--- src/rtl/frg_pkg.sv ---
// ----------------------------------------------------------------------------
// frg_pkg
// Shared types and constants for the fraction reduction unit.
// ----------------------------------------------------------------------------
package frg_pkg;

	// width of the numerator, denominator and common factor ports
	localparam int DATA_WIDTH = 64;

	// default working width of the arithmetic
	localparam int DEF_VALUE_WIDTH = 64;

	typedef enum logic [2:0] {
		ST_IDLE,
		ST_EUCLID,
		ST_DIV_NUM,
		ST_DIV_DEN,
		ST_FINISH
	} frg_state_t;

	// handshake between sequencer and divider
	typedef struct packed {
		logic start;
	} frg_div_req_t;

	typedef struct packed {
		logic done;
	} frg_div_stat_t;

endpackage

--- src/rtl/frg_divider.sv ---
// ----------------------------------------------------------------------------
// frg_divider
// Restoring radix-2 divider, one quotient bit per cycle. Gives quotient and
// remainder; the results hold until the next start.
// ----------------------------------------------------------------------------
module frg_divider #(
	parameter int VALUE_WIDTH = frg_pkg::DEF_VALUE_WIDTH
) (
	input  logic                       clk,
	input  logic                       arst_n,
	input  frg_pkg::frg_div_req_t      req,
	input  logic [VALUE_WIDTH-1:0]     dividend,
	input  logic [VALUE_WIDTH-1:0]     divisor,
	output frg_pkg::frg_div_stat_t     stat,
	output logic [VALUE_WIDTH-1:0]     quotient,
	output logic [VALUE_WIDTH-1:0]     remainder
);
	import frg_pkg::*;

	localparam int CW = $clog2(VALUE_WIDTH + 1);

	logic [VALUE_WIDTH-1:0] rem_q;
	logic [VALUE_WIDTH-1:0] quo_q;
	logic [VALUE_WIDTH-1:0] dvs_q;
	logic [CW-1:0]          cnt_q;
	logic                   busy_q;
	logic                   done_q;

	logic [VALUE_WIDTH:0]   trial;
	logic [VALUE_WIDTH:0]   diff;
	logic                   fits;

	assign trial = {rem_q, quo_q[VALUE_WIDTH-1]};
	assign diff  = trial - {1'b0, dvs_q};
	assign fits  = ~diff[VALUE_WIDTH];

	always_ff @(posedge clk or negedge arst_n) begin
		if (!arst_n) begin
			busy_q <= 1'b0;
			done_q <= 1'b0;
			cnt_q  <= '0;
		end else if (req.start) begin
			busy_q <= 1'b1;
			done_q <= 1'b0;
			cnt_q  <= CW'(VALUE_WIDTH);
		end else if (busy_q) begin
			cnt_q <= cnt_q - CW'(1);
			if (cnt_q == CW'(1)) begin
				busy_q <= 1'b0;
				done_q <= 1'b1;
			end
		end else begin
			done_q <= 1'b0;
		end
	end

	always_ff @(posedge clk) begin
		if (req.start) begin
			rem_q <= '0;
			quo_q <= dividend;
			dvs_q <= divisor;
		end else if (busy_q) begin
			// remainder stays below the divisor, so its low bits are enough
			rem_q <= fits ? diff[VALUE_WIDTH-1:0] : trial[VALUE_WIDTH-1:0];
			quo_q <= {quo_q[VALUE_WIDTH-2:0], fits};
		end
	end

	assign stat.done = done_q;
	assign quotient  = quo_q;
	assign remainder = rem_q;

endmodule

--- src/rtl/fraction_reduce_gcd_unit.sv ---
// ----------------------------------------------------------------------------
// fraction_reduce_gcd_unit
// Reduces an unsigned fraction to lowest terms with Euclid's algorithm.
// ----------------------------------------------------------------------------
// One item at a time. Every division goes through a single shared restoring
// divider that gives one quotient bit a cycle once loaded. An item with k
// remainder steps needs k + 2 divisions: the k Euclid steps, then the
// numerator and the denominator by the common factor. k is at most about 93
// at 64 bits. A zero denominator goes from ST_IDLE straight to ST_FINISH
// with zero_denominator set, the numerator passed through, and zero
// denominator and common factor. Operand bits above VALUE_WIDTH are ignored.
// The input is ready only while no item is in work; a finished result waits
// in the output register while the next item is taken.
module fraction_reduce_gcd_unit #(
	parameter int VALUE_WIDTH = frg_pkg::DEF_VALUE_WIDTH
) (
	input  logic                             clk,
	input  logic                             arst_n,
	input  logic                             in_valid,
	output logic                             in_ready,
	input  logic [frg_pkg::DATA_WIDTH-1:0]   numerator_in,
	input  logic [frg_pkg::DATA_WIDTH-1:0]   denominator_in,
	output logic                             out_valid,
	input  logic                             out_ready,
	output logic [frg_pkg::DATA_WIDTH-1:0]   numerator_out,
	output logic [frg_pkg::DATA_WIDTH-1:0]   denominator_out,
	output logic [frg_pkg::DATA_WIDTH-1:0]   common_factor,
	output logic                             zero_denominator
);
	import frg_pkg::*;

	localparam int W = VALUE_WIDTH;

	frg_state_t     state_q, state_d;
	frg_div_req_t   div_req;
	frg_div_stat_t  div_stat;
	logic [W-1:0]   div_a, div_b;
	logic [W-1:0]   div_quo, div_rem;

	logic [W-1:0]   n_in_m, d_in_m;
	logic [W-1:0]   n_q, d_q, y_q;
	logic [W-1:0]   nres_q, dres_q;
	logic           zd_q;
	logic           accept;
	logic           out_free;
	logic           out_load;

	logic [DATA_WIDTH-1:0] num_out_q, den_out_q, gcd_out_q;
	logic                  zd_out_q;
	logic                  out_valid_q;

	assign n_in_m   = numerator_in[W-1:0];
	assign d_in_m   = denominator_in[W-1:0];
	assign accept   = in_valid && in_ready;
	assign out_free = !out_valid_q || out_ready;

	// next state
	always_comb begin
		state_d = state_q;
		case (state_q)
			ST_IDLE: begin
				if (in_valid) begin
					state_d = (d_in_m == '0) ? ST_FINISH : ST_EUCLID;
				end
			end
			ST_EUCLID: begin
				if (div_stat.done && div_rem == '0) begin
					state_d = ST_DIV_NUM;
				end
			end
			ST_DIV_NUM: begin
				if (div_stat.done) begin
					state_d = ST_DIV_DEN;
				end
			end
			ST_DIV_DEN: begin
				if (div_stat.done) begin
					state_d = ST_FINISH;
				end
			end
			ST_FINISH: begin
				if (out_free) begin
					state_d = ST_IDLE;
				end
			end
			default: state_d = ST_IDLE;
		endcase
	end

	// outputs of the sequencer
	always_comb begin
		in_ready      = 1'b0;
		div_req.start = 1'b0;
		div_a         = y_q;
		div_b         = div_rem;
		out_load      = 1'b0;
		case (state_q)
			ST_IDLE: begin
				in_ready = 1'b1;
				div_a    = n_in_m;
				div_b    = d_in_m;
				if (in_valid && d_in_m != '0) begin
					div_req.start = 1'b1;
				end
			end
			ST_EUCLID: begin
				if (div_stat.done) begin
					div_req.start = 1'b1;
					if (div_rem == '0) begin
						// divisor found, now n / gcd
						div_a = n_q;
						div_b = y_q;
					end else begin
						div_a = y_q;
						div_b = div_rem;
					end
				end
			end
			ST_DIV_NUM: begin
				div_a = d_q;
				div_b = y_q;
				if (div_stat.done) begin
					div_req.start = 1'b1;
				end
			end
			ST_DIV_DEN: begin
				div_a = d_q;
				div_b = y_q;
			end
			ST_FINISH: begin
				out_load = out_free;
			end
			default: begin
				in_ready = 1'b0;
			end
		endcase
	end

	always_ff @(posedge clk or negedge arst_n) begin
		if (!arst_n) begin
			state_q <= ST_IDLE;
		end else begin
			state_q <= state_d;
		end
	end

	always_ff @(posedge clk) begin
		if (accept) begin
			n_q    <= n_in_m;
			d_q    <= d_in_m;
			y_q    <= d_in_m;
			zd_q   <= (d_in_m == '0);
			// zero denominator passes the operands through
			nres_q <= n_in_m;
			dres_q <= '0;
		end else begin
			if (state_q == ST_EUCLID && div_stat.done && div_rem != '0) begin
				y_q <= div_rem;
			end
			if (state_q == ST_DIV_NUM && div_stat.done) begin
				nres_q <= div_quo;
			end
			if (state_q == ST_DIV_DEN && div_stat.done) begin
				dres_q <= div_quo;
			end
		end
	end

	frg_divider #(
		.VALUE_WIDTH (VALUE_WIDTH)
	) u_div (
		.clk       (clk),
		.arst_n    (arst_n),
		.req       (div_req),
		.dividend  (div_a),
		.divisor   (div_b),
		.stat      (div_stat),
		.quotient  (div_quo),
		.remainder (div_rem)
	);

	// output register
	always_ff @(posedge clk or negedge arst_n) begin
		if (!arst_n) begin
			out_valid_q <= 1'b0;
		end else if (out_load) begin
			out_valid_q <= 1'b1;
		end else if (out_ready) begin
			out_valid_q <= 1'b0;
		end
	end

	always_ff @(posedge clk) begin
		if (out_load) begin
			num_out_q <= DATA_WIDTH'(nres_q);
			den_out_q <= DATA_WIDTH'(dres_q);
			gcd_out_q <= DATA_WIDTH'(y_q);
			zd_out_q  <= zd_q;
		end
	end

	assign out_valid        = out_valid_q;
	assign numerator_out    = num_out_q;
	assign denominator_out  = den_out_q;
	assign common_factor    = gcd_out_q;
	assign zero_denominator = zd_out_q;

endmodule
--- config.mk ---
export PLATFORM = sky130hd
export DESIGN_NAME = fraction_reduce_gcd_unit
export DESIGN_NICKNAME = d
export VERILOG_FILES = /design/src/rtl/frg_pkg.sv /design/src/rtl/frg_divider.sv /design/src/rtl/fraction_reduce_gcd_unit.sv
export SDC_FILE = /design/constraint.sdc
export NUM_CORES = 1
export LEC_CHECK = 0
export BUFFER_PORTS_ARGS = -buffer_cell sky130_fd_sc_hd__buf_2
export CORE_MARGIN = 2
export CORE_UTILIZATION = 50
export CTS_CLUSTER_SIZE = 14
export DETAILED_ROUTE_END_ITERATION = 8
export GPL_TIMING_DRIVEN = 0
export PLACE_DENSITY = 0.65
export REMOVE_ABC_BUFFERS = 1
export SLEW_MARGIN = 0
export SYNTH_ARGS = -nofsm -noshare
export SYNTH_HDL_FRONTEND = slang
export SYNTH_SLANG_ARGS = --single-unit
--- constraint.sdc ---
create_clock -name clk -period 13.03 [get_ports clk]
set_input_delay 2.606 -clock clk [delete_from_list [all_inputs] [get_ports clk]]
set_output_delay 2.606 -clock clk [all_outputs]
set_load 0.05 [all_outputs]
==> results.md <==
- Status: complete, but fails checks
- Failing checks: capacitance limit, slew limit
- Post-CTS Hold Buffers: 0
- XOR/XNOR Fraction of Synth Area: 1.44%
- Crit-path slowest cell: nor4_1
- Post-synthesis simple-gate area fraction: 10.2%
- Largest net degree at the start of global routing: 112
- Clock skew: 36.0 ps
- Leak Pwr: 14.4 nW
- Critical Path RT: 13,360 ps
- DP Area: 35,600 um2
- CP endpoint: u_div.quotient[9]
- Yosys top cell area share: 52.9%
- Met2 routed WL: 40,600 um
- Mapped Area: 32,800 um2
- 1st-iter DRT viols: 1,973
- Max Transition Viols Final: 2
- Crit. End Element: flop
- Number of synthesized flops with an enable pin: 578
- Post-Synth Adder-Cell Area: 2.58%
- Clock buffer depth: 3
- Worst skew pair latency: 630 ps
- Post-CTS Setup Bufs: 0
- Root buf cell: clkbuf_16
- Hold Worst Slack: 418 ps
- R2R depth: 9
- Seq/Total Area, Yosys: 61.7%
- # IOs: 327
- Vias in the first global route: 23,200
- IO Port Bufs: 326
- Synth Warn #: 0
- Layout overhead on the synthesized area: 16.3%
- Overflow after GRT: 0
- Row count: 93
- First-pass GRT wire length: 138,000 um
- Worst hold path startpoint: nres_q[32]
- Flip-flop and latch count after synthesis: 719
- Critical Path AT: 9570 ps
- Layout cells sized above 1: 20.4%
- Slew margin rel.: -4.34%
- # clock sinks: 719
- Core ar.: 64,700 um2
- DR pass1 iterations: 6
- CP top delay family: simple AND/OR/NAND/NOR gates
- Area leader, netlist: edfxtp_1
- Gr usage total: 26.3%
- Critical Path Source: denominator_in[62]
- Max Cap Viol: 1
- Top FF cell, synth: edfxtp_1
- Antenna Violating Nets Remaining: 0
- Post_cts resized: 0
- Largest cells by area after synthesis: edfxtp_1 53%, dfxtp_1 7.8%, a21oi_1 4.5%, mux2_2 4.4%, nand2_1 4.3%
- Critical Path Stages: 12
- Fillers: 5,407
- RR Startpoint: state_q[0]
- Detail Route met3 WL: 6790 um
- Via count: 23,900
- FF-to-FF setup slack: 7150 ps
- Nets: 3,315
- Chip width: 260 um
- CP bufs+invs: 6
- Tightest Pin Transition: 1550 ps
- CTS Buf Count: 77
- CTS clk-pin slew, worst paths: 60 ps
- Largest family of logic cells by synthesized area: compound AO/OA/AOI/OAI gates
- Final Cycle Share: 70.9%
- Yosys cell types: 82
- PD cells: 237 nW/um2
- Fmax achieved: 108 MHz
- Worst Path Max Fanout: 111
- Multi-input logic area: 11,600 um2
- Overall power: 9.04 mW
- Die height: 260 um
- Final Cell Area: 38,200 um2
- CTS tree: yes
- Mean Syn Cell Area: 11.5 um2
- RD Place Congestion: 0.892
- DR vias/cell: 5.93
- DRC: 0
- Post-Syn Instances: 2,858
- Most used cell along the critical path: buf_16
- RSZ-0062 raised after global routing: false
- Compound-Gate Fraction of Synth Area: 14.2%
- Sequential cell area: 20,300 um2
- Antenna violations before repair: 9
- Hold path depth: 0
- Clock period minus worst slack: 9240 ps
- Top Metal Used: met5
- H-Tree Depth: 3
- Critical path startpoint category: primary input
- R2R Path End: u_div.quotient[9]
- Die ar.: 67,700 um2
- Final Hold Vio Count: 0
- WL met1: 40,400 um
- Most common cell after layout, fill and taps aside: edfxtp_1
- Synth async-reset ratio: 1.81%
- Worst VDD drop: 0.147 mV
- DP Wirelength: 62,900 um
- DR WL/cell: 22.4 um
- Crit-path cells: buf_2, nor4_1, nand4_1, nor4_2, nor3b_1, o31ai_4, buf_8, clkinv_4, buf_16, nor2_1, inv_4, buf_16
- Crit Path Class: primary input to flop
- Starting Density: 50.7%
- Most frequent cells in the layout: 578 x edfxtp_1, 373 x nand2_1, 326 x buf_2, 296 x a21oi_1, 207 x nor2_1
- HP Class: flop to flop
- Setup violators final: 0
- Post-synthesis mux area share: 6.53%
- Max stage delay on crit path: 1280 ps
- Routed WL: 90,300 um
how the worst min path moves through the flow:
| stage | to | slack [ps] |
|---|---|---|
| 2_1_floorplan | numerator_out[0] | 400 |
| 3_3_place_gp | numerator_out[28] | 400 |
| 3_5_place_dp | numerator_out[53] | 410 |
| 4_1_cts | numerator_out[53] | 420 |
| 5_1_grt | numerator_out[29] | 420 |
| 6_report | numerator_out[32] | 420 |
final cells by class:
class,count,area share [%]
tap,855,2.80
sequential,719,53.0
timing repair buffer,365,6.22
multi-input combinational,1862,30.3
inverter,91,0.914
antenna,3,0.0197
clock inverter,33,0.960
clock buffer,106,5.71
metal layers:
layer | track usage, % | vias up
met5 | 0 | -
li1 | - | 11200
met1 | 37.7 | 11800
met4 | 8.89 | 10
met3 | 5.45 | 148
met2 | 40.0 | 827
flip-flops by register name (all words and copies together), names as in the netlist, 3 cells and up:
register	flops
d_q	64
u_div.cnt_q	7
state_q	3
dres_q	64
n_q	64
u_div.dvs_q	64
u_div.remainder	64
denominator_out	64
u_div.quotient	64
numerator_out	64
common_factor	64
y_q	64
nres_q	64
through the flow:
step	worst slack [ps]	TNS (ps)	util [%]	instances
2_1_floorplan	-117	-22580	-	2672
3_3_place_gp	-8860	-3384160	53.8	3853
3_5_place_dp	3440	0	55.1	3892
4_1_cts	4060	0	59.0	4031
5_1_grt	3700	0	59.0	4032
6_report	3790	0	59.0	4034
kinds of logic after synthesis:
| kind of cell | count (synthesis) |
|---|---|
| flip-flops | 719 |
| AO/OA/AOI/OAI | 774 |
| multiplexers | 198 |
| buffers and inverters | 277 |
| adder cells (fa/ha/maj) | 67 |
| AND/OR/NAND/NOR | 769 |
| XOR/XNOR | 54 |
power breakdown:
part | total [mW] | internal [mW] | switching [mW]
Clock | 2.20 | 1.30 | 0.907
Combinational | 3.32 | 1.30 | 2.03
Sequential | 3.52 | 3.10 | 0.417
cells in the mapped netlist (7+ instances only):
| library cell | instances |
|---|---|
| o21bai_1 | 11 |
| nor3_1 | 23 |
| a211oi_1 | 75 |
| mux2i_1 | 68 |
| o21a_1 | 11 |
| a31oi_1 | 48 |
| a21o_1 | 21 |
| o31ai_1 | 8 |
| xor2_1 | 20 |
| edfxtp_1 | 578 |
| o211ai_1 | 11 |
| a21oi_1 | 296 |
| o21ai_1 | 7 |
| or3_1 | 10 |
| nand2b_1 | 11 |
| clkbuf_1 | 165 |
| ha_1 | 66 |
| and3_1 | 8 |
| nand4_1 | 47 |
| nand2_1 | 376 |
| dfxtp_1 | 128 |
| o21ai_0 | 166 |
| xnor2_1 | 34 |
| nor4_1 | 38 |
| inv_1 | 90 |
| nand3_1 | 13 |
| a22oi_1 | 65 |
| dfrtp_1 | 13 |
| mux2_2 | 128 |
| nor2_1 | 209 |
| buf_2 | 11 |
(Power assumes the default switching activity.)
